### src/rtl/core/imuf_pkg.sv
// ----------------------------------------------------------------------------
// imuf_pkg
// shared types and constants for the imu frame deframer
// ----------------------------------------------------------------------------
package imuf_pkg;

	localparam int POS_W  = 5;
	localparam int ADDR_W = 3;
	localparam int DATA_W = 32;

	// frame positions
	localparam logic [POS_W-1:0] POS_HUNT     = 5'd0;
	localparam logic [POS_W-1:0] POS_HDR2     = 5'd1;
	localparam logic [POS_W-1:0] POS_CRC_LAST = 5'd16;
	localparam logic [POS_W-1:0] POS_CRC_HI   = 5'd17;
	localparam logic [POS_W-1:0] POS_CRC_LO   = 5'd18;

	// register indexes (address bit 2)
	localparam logic REG_HEADER_FIRST  = 1'b0;
	localparam logic REG_HEADER_SECOND = 1'b1;

	localparam logic [7:0] HEADER_FIRST_RST  = 8'hA5;
	localparam logic [7:0] HEADER_SECOND_RST = 8'h5A;

	localparam logic [15:0] CRC_INIT = 16'hFFFF;
	localparam logic [15:0] CRC_POLY = 16'hA001;

	// control from frame tracker to crc unit
	typedef struct packed {
		logic clear;    // back to init value
		logic restart;  // init value folded with the byte
		logic update;   // fold the byte into the running value
	} crc_ctl_t;

endpackage

### src/rtl/core/imuf_crc16.sv
// ----------------------------------------------------------------------------
// imuf_crc16
// running reflected crc-16 register, one byte folded in per cycle
// ----------------------------------------------------------------------------
module imuf_crc16 (
	input  logic              clk,
	input  logic              arst_n,
	input  imuf_pkg::crc_ctl_t ctl,
	input  logic [7:0]        data,
	output logic [15:0]       crc
);
	import imuf_pkg::*;

	logic [15:0] crc_q;

	function automatic logic [15:0] crc_byte(input logic [15:0] c, input logic [7:0] b);
		logic [15:0] r;
		r = c ^ {8'h00, b};
		for (int k = 0; k < 8; k++) begin
			if (r[0]) begin
				r = (r >> 1) ^ CRC_POLY;
			end else begin
				r = r >> 1;
			end
		end
		return r;
	endfunction

	always_ff @(posedge clk or negedge arst_n) begin
		if (!arst_n) begin
			crc_q <= CRC_INIT;
		end else if (ctl.clear) begin
			crc_q <= CRC_INIT;
		end else if (ctl.restart) begin
			crc_q <= crc_byte(CRC_INIT, data);
		end else if (ctl.update) begin
			crc_q <= crc_byte(crc_q, data);
		end
	end

	assign crc = crc_q;

endmodule

### src/rtl/core/imu_frame_deframer_crc16.sv
// ----------------------------------------------------------------------------
// imu_frame_deframer_crc16
// serial byte deframer for 19-byte imu frames with crc-16 check
// ----------------------------------------------------------------------------
// usage:
//   input channel (in_valid/in_ready, rx_byte) takes one received byte per
//   word. the block hunts for the two header bytes, then walks a 19-byte
//   frame: crc-16 (reflected, poly 0xA001, init 0xFFFF) over bytes 0..16,
//   little-endian pitch/yaw/roll words at bytes 3-6, 8-11, 13-16, crc at
//   bytes 17 (high) and 18 (low).
//   output channel (out_valid/out_ready) carries one word per frame: the
//   held pitch/yaw/roll words plus crc_ok. held words change only on a match.
//   throughput: one byte per cycle while in_ready is high, via byte crc update.
//   result: shows on out_valid in the cycle after frame byte 18 is
//   accepted, from an output register.
//   stall: while a result waits unread, bytes keep flowing in; only the final
//   byte of the next frame is held off until the output register frees up.
//   reset: headers return to 0xA5 / 0x5A, hunting, held words zero, no
//   result pending. no clearing pass is needed.
//   config: apb registers header_first at 0x0, header_second at 0x4; write
//   only while idle.
// ----------------------------------------------------------------------------
module imu_frame_deframer_crc16 (
	input  logic                        clk,
	input  logic                        arst_n,
	// apb config port
	input  logic                        psel,
	input  logic                        penable,
	input  logic                        pwrite,
	input  logic [imuf_pkg::ADDR_W-1:0] paddr,
	input  logic [imuf_pkg::DATA_W-1:0] pwdata,
	output logic [imuf_pkg::DATA_W-1:0] prdata,
	output logic                        pready,
	// byte input
	input  logic                        in_valid,
	output logic                        in_ready,
	input  logic [7:0]                  rx_byte,
	// frame result
	output logic                        out_valid,
	input  logic                        out_ready,
	output logic [31:0]                 pitch_bits,
	output logic [31:0]                 yaw_bits,
	output logic [31:0]                 roll_bits,
	output logic                        crc_ok
);
	import imuf_pkg::*;

	// config registers
	logic [7:0] header_first_q;
	logic [7:0] header_second_q;

	// frame tracking state
	logic [POS_W-1:0] pos_q;
	logic [POS_W-1:0] pos_d;
	logic [7:0]       crc_hi_q;
	logic [31:0]      pitch_cap_q;
	logic [31:0]      yaw_cap_q;
	logic [31:0]      roll_cap_q;
	logic [31:0]      pitch_held_q;
	logic [31:0]      yaw_held_q;
	logic [31:0]      roll_held_q;

	// output register
	logic        out_valid_q;
	logic [31:0] pitch_out_q;
	logic [31:0] yaw_out_q;
	logic [31:0] roll_out_q;
	logic        crc_ok_q;

	crc_ctl_t    crc_ctl;
	logic [15:0] crc_val;
	logic        accept;
	logic        last_byte;
	logic        match;
	logic        hunting;

	// apb: writes complete in the access phase, no wait states
	logic cfg_wr;
	assign cfg_wr = psel && penable && pwrite;
	assign pready = 1'b1;

	always_ff @(posedge clk or negedge arst_n) begin
		if (!arst_n) begin
			header_first_q  <= HEADER_FIRST_RST;
			header_second_q <= HEADER_SECOND_RST;
		end else if (cfg_wr) begin
			if (paddr[2] == REG_HEADER_SECOND) begin
				header_second_q <= pwdata[7:0];
			end else begin
				header_first_q <= pwdata[7:0];
			end
		end
	end

	always_comb begin
		if (paddr[2] == REG_HEADER_FIRST) begin
			prdata = {{(DATA_W-8){1'b0}}, header_first_q};
		end else begin
			prdata = {{(DATA_W-8){1'b0}}, header_second_q};
		end
	end

	// only the frame's last byte needs room in the output register
	assign last_byte = (pos_q == POS_CRC_LO);
	assign in_ready  = !last_byte || !out_valid_q || out_ready;
	assign accept    = in_valid && in_ready;
	assign hunting   = (pos_q == POS_HUNT) || (pos_q > POS_CRC_LO);
	assign match     = ({crc_hi_q, rx_byte} == crc_val);

	// next position and crc control
	always_comb begin
		pos_d   = pos_q;
		crc_ctl = '0;
		if (accept) begin
			if (hunting || (pos_q == POS_HDR2 && rx_byte != header_second_q)) begin
				// start a frame on the first header byte, else keep hunting
				if (rx_byte == header_first_q) begin
					crc_ctl.restart = 1'b1;
					pos_d           = POS_HDR2;
				end else begin
					crc_ctl.clear = 1'b1;
					pos_d         = POS_HUNT;
				end
			end else if (pos_q <= POS_CRC_LAST) begin
				crc_ctl.update = 1'b1;
				pos_d          = pos_q + 5'd1;
			end else if (pos_q == POS_CRC_HI) begin
				pos_d = POS_CRC_LO;
			end else begin
				crc_ctl.clear = 1'b1;
				pos_d         = POS_HUNT;
			end
		end
	end

	imuf_crc16 u_crc (
		.clk    (clk),
		.arst_n (arst_n),
		.ctl    (crc_ctl),
		.data   (rx_byte),
		.crc    (crc_val)
	);

	always_ff @(posedge clk or negedge arst_n) begin
		if (!arst_n) begin
			pos_q <= POS_HUNT;
		end else begin
			pos_q <= pos_d;
		end
	end

	// capture shift registers, crc high byte and held words
	always_ff @(posedge clk or negedge arst_n) begin
		if (!arst_n) begin
			crc_hi_q     <= 8'h00;
			pitch_cap_q  <= '0;
			yaw_cap_q    <= '0;
			roll_cap_q   <= '0;
			pitch_held_q <= '0;
			yaw_held_q   <= '0;
			roll_held_q  <= '0;
		end else if (accept) begin
			if (pos_q inside {[5'd3:5'd6]}) begin
				pitch_cap_q <= {rx_byte, pitch_cap_q[31:8]};
			end
			if (pos_q inside {[5'd8:5'd11]}) begin
				yaw_cap_q <= {rx_byte, yaw_cap_q[31:8]};
			end
			if (pos_q inside {[5'd13:5'd16]}) begin
				roll_cap_q <= {rx_byte, roll_cap_q[31:8]};
			end
			if (pos_q == POS_CRC_HI) begin
				crc_hi_q <= rx_byte;
			end
			if (last_byte && match) begin
				pitch_held_q <= pitch_cap_q;
				yaw_held_q   <= yaw_cap_q;
				roll_held_q  <= roll_cap_q;
			end
		end
	end

	// output register
	always_ff @(posedge clk or negedge arst_n) begin
		if (!arst_n) begin
			out_valid_q <= 1'b0;
		end else if (accept && last_byte) begin
			out_valid_q <= 1'b1;
		end else if (out_ready) begin
			out_valid_q <= 1'b0;
		end
	end

	always_ff @(posedge clk) begin
		if (accept && last_byte) begin
			// on a match the fresh captures go out, else the old held words
			pitch_out_q <= match ? pitch_cap_q : pitch_held_q;
			yaw_out_q   <= match ? yaw_cap_q   : yaw_held_q;
			roll_out_q  <= match ? roll_cap_q  : roll_held_q;
			crc_ok_q    <= match;
		end
	end

	assign out_valid  = out_valid_q;
	assign pitch_bits = pitch_out_q;
	assign yaw_bits   = yaw_out_q;
	assign roll_bits  = roll_out_q;
	assign crc_ok     = crc_ok_q;

	// a result only appears after the frame's last byte was taken
	a_result_source: assert property (@(posedge clk) disable iff (!arst_n)
		$rose(out_valid_q) |-> $past(accept && last_byte))
		else $error("result without final frame byte");

	// crc low byte always follows the crc high byte
	a_crc_hi_to_lo: assert property (@(posedge clk) disable iff (!arst_n)
		(accept && pos_q == POS_CRC_HI) |=> (pos_q == POS_CRC_LO))
		else $error("frame position skipped crc low byte");

	// position never leaves the frame range
	a_pos_range: assert property (@(posedge clk) disable iff (!arst_n)
		pos_q <= POS_CRC_LO)
		else $error("frame position out of range");

	// a good-crc result carries the words now held
	a_ok_matches_held: assert property (@(posedge clk) disable iff (!arst_n)
		(out_valid_q && crc_ok_q) |-> (pitch_out_q == pitch_held_q &&
			yaw_out_q == yaw_held_q && roll_out_q == roll_held_q))
		else $error("crc ok result differs from held words");

endmodule
### config.mk
export PLATFORM = sky130hd
export DESIGN_NAME = imu_frame_deframer_crc16
export DESIGN_NICKNAME = d
export VERILOG_FILES = /design/src/rtl/core/imuf_pkg.sv /design/src/rtl/core/imuf_crc16.sv /design/src/rtl/core/imu_frame_deframer_crc16.sv
export SDC_FILE = /design/constraint.sdc
export NUM_CORES = 1
export LEC_CHECK = 0
export BUFFER_PORTS_ARGS = -buffer_cell sky130_fd_sc_hd__buf_2
export CAP_MARGIN = 10
export CORE_MARGIN = 3
export CORE_UTILIZATION = 60
export CTS_BUF_LIST = sky130_fd_sc_hd__clkbuf_2
export CTS_CLUSTER_DIAMETER = 120
export DETAILED_ROUTE_END_ITERATION = 10
export HOLD_SLACK_MARGIN = 0.12
export MAX_ROUTING_LAYER = met4
export PLACE_DENSITY = 0.88
export SLEW_MARGIN = 30
export SYNTH_ARGS = -nofsm -noshare
export SYNTH_HDL_FRONTEND = slang
export SYNTH_SLANG_ARGS = --single-unit
### constraint.sdc
create_clock -name clk -period 4.8 [get_ports clk]
set_input_delay 0.72 -clock clk [delete_from_list [all_inputs] [get_ports clk]]
set_output_delay 0.72 -clock clk [all_outputs]
set_load 0.03 [all_outputs]
==> results.cfg <==
[power]
internal-power_mw = 4.596
post-layout-total-power_mw = 6.594
netSwitchingPower_mw = 1.998
power.combinational.fraction_pct = 18.2
power_frac_clock_pct = 28.6
peakVddDrop_uv = 244.8
leakagePower_nw = 7.867
p_seq_share_pct = 53.2
p_sw_share_pct = 30.30
pwr_density_cell_mw_per_mm2 = 408.9

[timing]
final_min_period_over_clock_period_pct = 62.70
slew_headroom_pct = 44.51
worst-slew-pin-transition_ps = 832.3
clock.fmax_mhz = 332.3
report.final.slew_viol_count = 0
fin_skew_ps = 72.00
holdWs_ps = 243.5
totalNegativeSetupSlack_ps = 0
timing.final.hold_violations = 0
layout_setup_ws_ps = 1790
grt_setup_unrepaired = no
final_setup_violation_count = 0
finalWorstPathRequiredPeriod_ps = 3010

[critical_path]
worstPathMaxFanout = 55
critical_path_source_type = flip-flop
worst_setup_path_end_kind = flip-flop
critical_path_arrival_ps = 3710
r2r_setup_slack_ps = 1790
worst-setup-path-type = reg -> reg
critPathRequiredTime_ps = 5500
worst-r2r-cell-count = 8

[die]
initial_core_util_pct = 61.29
dieHeight_um = 161.3
num_io_pins = 182
design.core.area_mm2 = 0.02361
dieArea_mm2 = 0.02602
rows = 56
dieWidth_um = 161.3

[hold_path]
worstHoldPathType = in -> reg
hold_path_depth = 4

[routing]
detailroute.via_count = 9047
drc = 0
drt_first_iter_violations = 600
totalWireLength_mm = 28.00
drtPass1Iterations = 5
routedWlPerCell_um = 16.65
avgViaCountPerCell = 5.379
number_of_nets_with_antenna_violations_after_routing = 0

[grt]
grt_residual_overflow = 0
grtUsageTotal_pct = 22.68
first_global_vias = 9253
grt_first_pass_wirelength_mm = 46.09
grt_start_max_net_pins = 124
grt_antenna_before_repair = 1

[place]
port_buffers = 130
numPlacedInstances = 1517
gp_routability_congestion = 0.9169
detailedPlacementHpwl_mm = 17.03
dp_worst_setup_slack_ps = 1289

[run]
drv.max_cap_violation_count = 0

[final_layout]
finish.cell_count_without_fillers = 1682
final_layout_size_suffix_gt1_share_pct = 35.68
area_growth_pct = 11.42
highest_count_cells_in_the_layout_ignoring_fill_and_taps = sky130_fd_sc_hd__nand2_1, sky130_fd_sc_hd__dfrtp_1, sky130_fd_sc_hd__mux2_2
final_common_cell = sky130_fd_sc_hd__nand2_1
nNetsFinal = 1351

[synth]
ys.warnings.count = 0
yosys_register_bits = 335
synth_cells = 1115
yosys_most_used_dff = sky130_fd_sc_hd__dfrtp_1
synth_edf_count = 97
synth-seq-area-share_pct = 61.49
synth_cell_types = 62
syn_avg_cell_area_um2 = 12.98
synthArstFlopShare_pct = 71.04
post_synthesis_cell_area_mm2 = 0.01447

[run_status]
outcome = complete, no violations

[cts]
clkTransAtPathRegs_ps = 90
cts.sink_count = 335
cts_inserted_buffers = 83
cts_hold_buf = 9
post_cts_repair_resize_count = 0
clk_root_buffer_cell = sky130_fd_sc_hd__clkbuf_2
ctsLongestPathBuffers = 3
cts_tree = built
clock_insertion_delay_worst_skew_ps = 880
htreeDepth = 3
post_cts.repair.setup_buffers = 0
## layout make-up
type / count / area, µm²
inverters: 7 / 31.28
fillers: 1685 / 7488
repair buffers: 151 / 877.1
clock buffers: 134 / 670.6
clock inverters: 20 / 115.1
well taps: 319 / 399.1
diodes: 1 / 2.502
multi-input cells: 715 / 5130
flip-flops and latches: 335 / 8899
## flip-flops by register name, indices dropped and copies added, names as in the netlist
signal,flops
pitch_cap_q,32
pitch_bits,32
out_valid,1
crc_hi_q,8
yaw_cap_q,32
header_second_q,8
u_crc.crc,16
yaw_bits,32
crc_ok,1
header_first_q,8
pos_q,5
pitch_held_q,32
roll_held_q,32
yaw_held_q,32
roll_cap_q,32
roll_bits,32
## Yosys cell counts, types with 2 or more instances
cell	n	area, µm²
sky130_fd_sc_hd__buf_2	23	115.1
sky130_fd_sc_hd__a21o_1	2	15.01
sky130_fd_sc_hd__a311oi_1	4	35.03
sky130_fd_sc_hd__nor3b_1	2	15.01
sky130_fd_sc_hd__ha_1	8	100.1
sky130_fd_sc_hd__nand4b_1	2	17.52
sky130_fd_sc_hd__xnor2_1	39	341.6
sky130_fd_sc_hd__xor2_1	13	113.9
sky130_fd_sc_hd__mux2_2	158	1779
sky130_fd_sc_hd__dfrtp_1	214	5355
sky130_fd_sc_hd__a21oi_1	4	20.02
sky130_fd_sc_hd__o2bb2ai_1	2	17.52
sky130_fd_sc_hd__nor2_1	9	33.78
sky130_fd_sc_hd__o21ai_0	9	45.04
sky130_fd_sc_hd__clkbuf_1	17	63.81
sky130_fd_sc_hd__buf_4	30	225.2
sky130_fd_sc_hd__a31oi_1	3	18.77
sky130_fd_sc_hd__nor2_4	2	22.52
sky130_fd_sc_hd__nand3_1	5	25.02
sky130_fd_sc_hd__dfstp_2	24	630.6
sky130_fd_sc_hd__buf_6	11	123.9
sky130_fd_sc_hd__inv_1	7	26.28
sky130_fd_sc_hd__o22a_1	5	43.79
sky130_fd_sc_hd__nor2_2	2	12.51
sky130_fd_sc_hd__nand2_1	301	1130
sky130_fd_sc_hd__a211oi_1	3	22.52
sky130_fd_sc_hd__edfxtp_1	97	2913
sky130_fd_sc_hd__nor3_1	11	55.05
sky130_fd_sc_hd__nand2b_1	4	25.02
sky130_fd_sc_hd__mux2_1	63	709.4
sky130_fd_sc_hd__nand4_1	9	56.30
sky130_fd_sc_hd__conb_1	2	7.510
## worst max-delay path: stages, from the launching register on
cell and delay [ps]:
sky130_fd_sc_hd__dfrtp_1 570, sky130_fd_sc_hd__inv_1 180, sky130_fd_sc_hd__ha_1 300, sky130_fd_sc_hd__nand4bb_4 140, sky130_fd_sc_hd__o21a_1 280, sky130_fd_sc_hd__nand2b_2 210, sky130_fd_sc_hd__nor2_4 130, sky130_fd_sc_hd__buf_4 620
sky130_fd_sc_hd__mux2_1 390
## power groups by stage
| stage | clock network (mW) | logic (mW) | registers, mW |
|---|---|---|---|
| after floorplan | 0 | 1.01 | 3.46 |
| after global placement | 0 | 1.16 | 3.54 |
| after detailed placement | 0 | 1.18 | 3.56 |
| after CTS | 1.95 | 1.20 | 3.50 |
| after global routing | 2.11 | 1.32 | 3.55 |
| final | 1.89 | 1.20 | 3.51 |
## stage by stage
| step | instance area [µm²] | util (%) |
|---|---|---|
| 2_1_floorplan | 14560 | - |
| 3_3_place_gp | 15210 | 64.42 |
| 3_5_place_dp | 15220 | 64.45 |
| 4_1_cts | 16090 | 68.16 |
| 5_1_grt | 16120 | 68.29 |
| 6_report | 16120 | 68.29 |
## cell families (layout without fill, tap and decap cells)
logic type	after synthesis	in the layout	synth area share [%]
DFF	335	335	61.49
and+or+nand+nor	361	361	10.63
AOI/OAI and AO/OA	46	46	2.698
adders and majority gates	8	8	0.6917
other	2	26	0.05190
muxes	221	221	17.20
buffers and inverters	88	312	3.830
xor gates and xnor gates	54	54	3.415
## path summary, 6_finish.rpt
check / startpoint / end
max: pos_q[0]$_DFFE_PN0P_ / pitch_held_q[23]$_DFFE_PN0P_
min: in_valid / pos_q[2]$_DFFE_PN0P_
max reg2reg: pos_q[0]$_DFFE_PN0P_ / pitch_held_q[23]$_DFFE_PN0P_
min reg2reg: pitch_held_q[20]$_DFFE_PN0P_ / pitch_held_q[20]$_DFFE_PN0P_
max in group asynchronous: arst_n / pitch_held_q[14]$_DFFE_PN0P_
min in group asynchronous: arst_n / roll_held_q[22]$_DFFE_PN0P_
## routing by layer
layer	GRT usage [%]	routed length (µm)
met2	35.78	13440
met5	-	0
met1	28.94	11970
met3	4.924	1677
met4	9.230	907
Note: power is estimated with default switching activity, not from simulation.
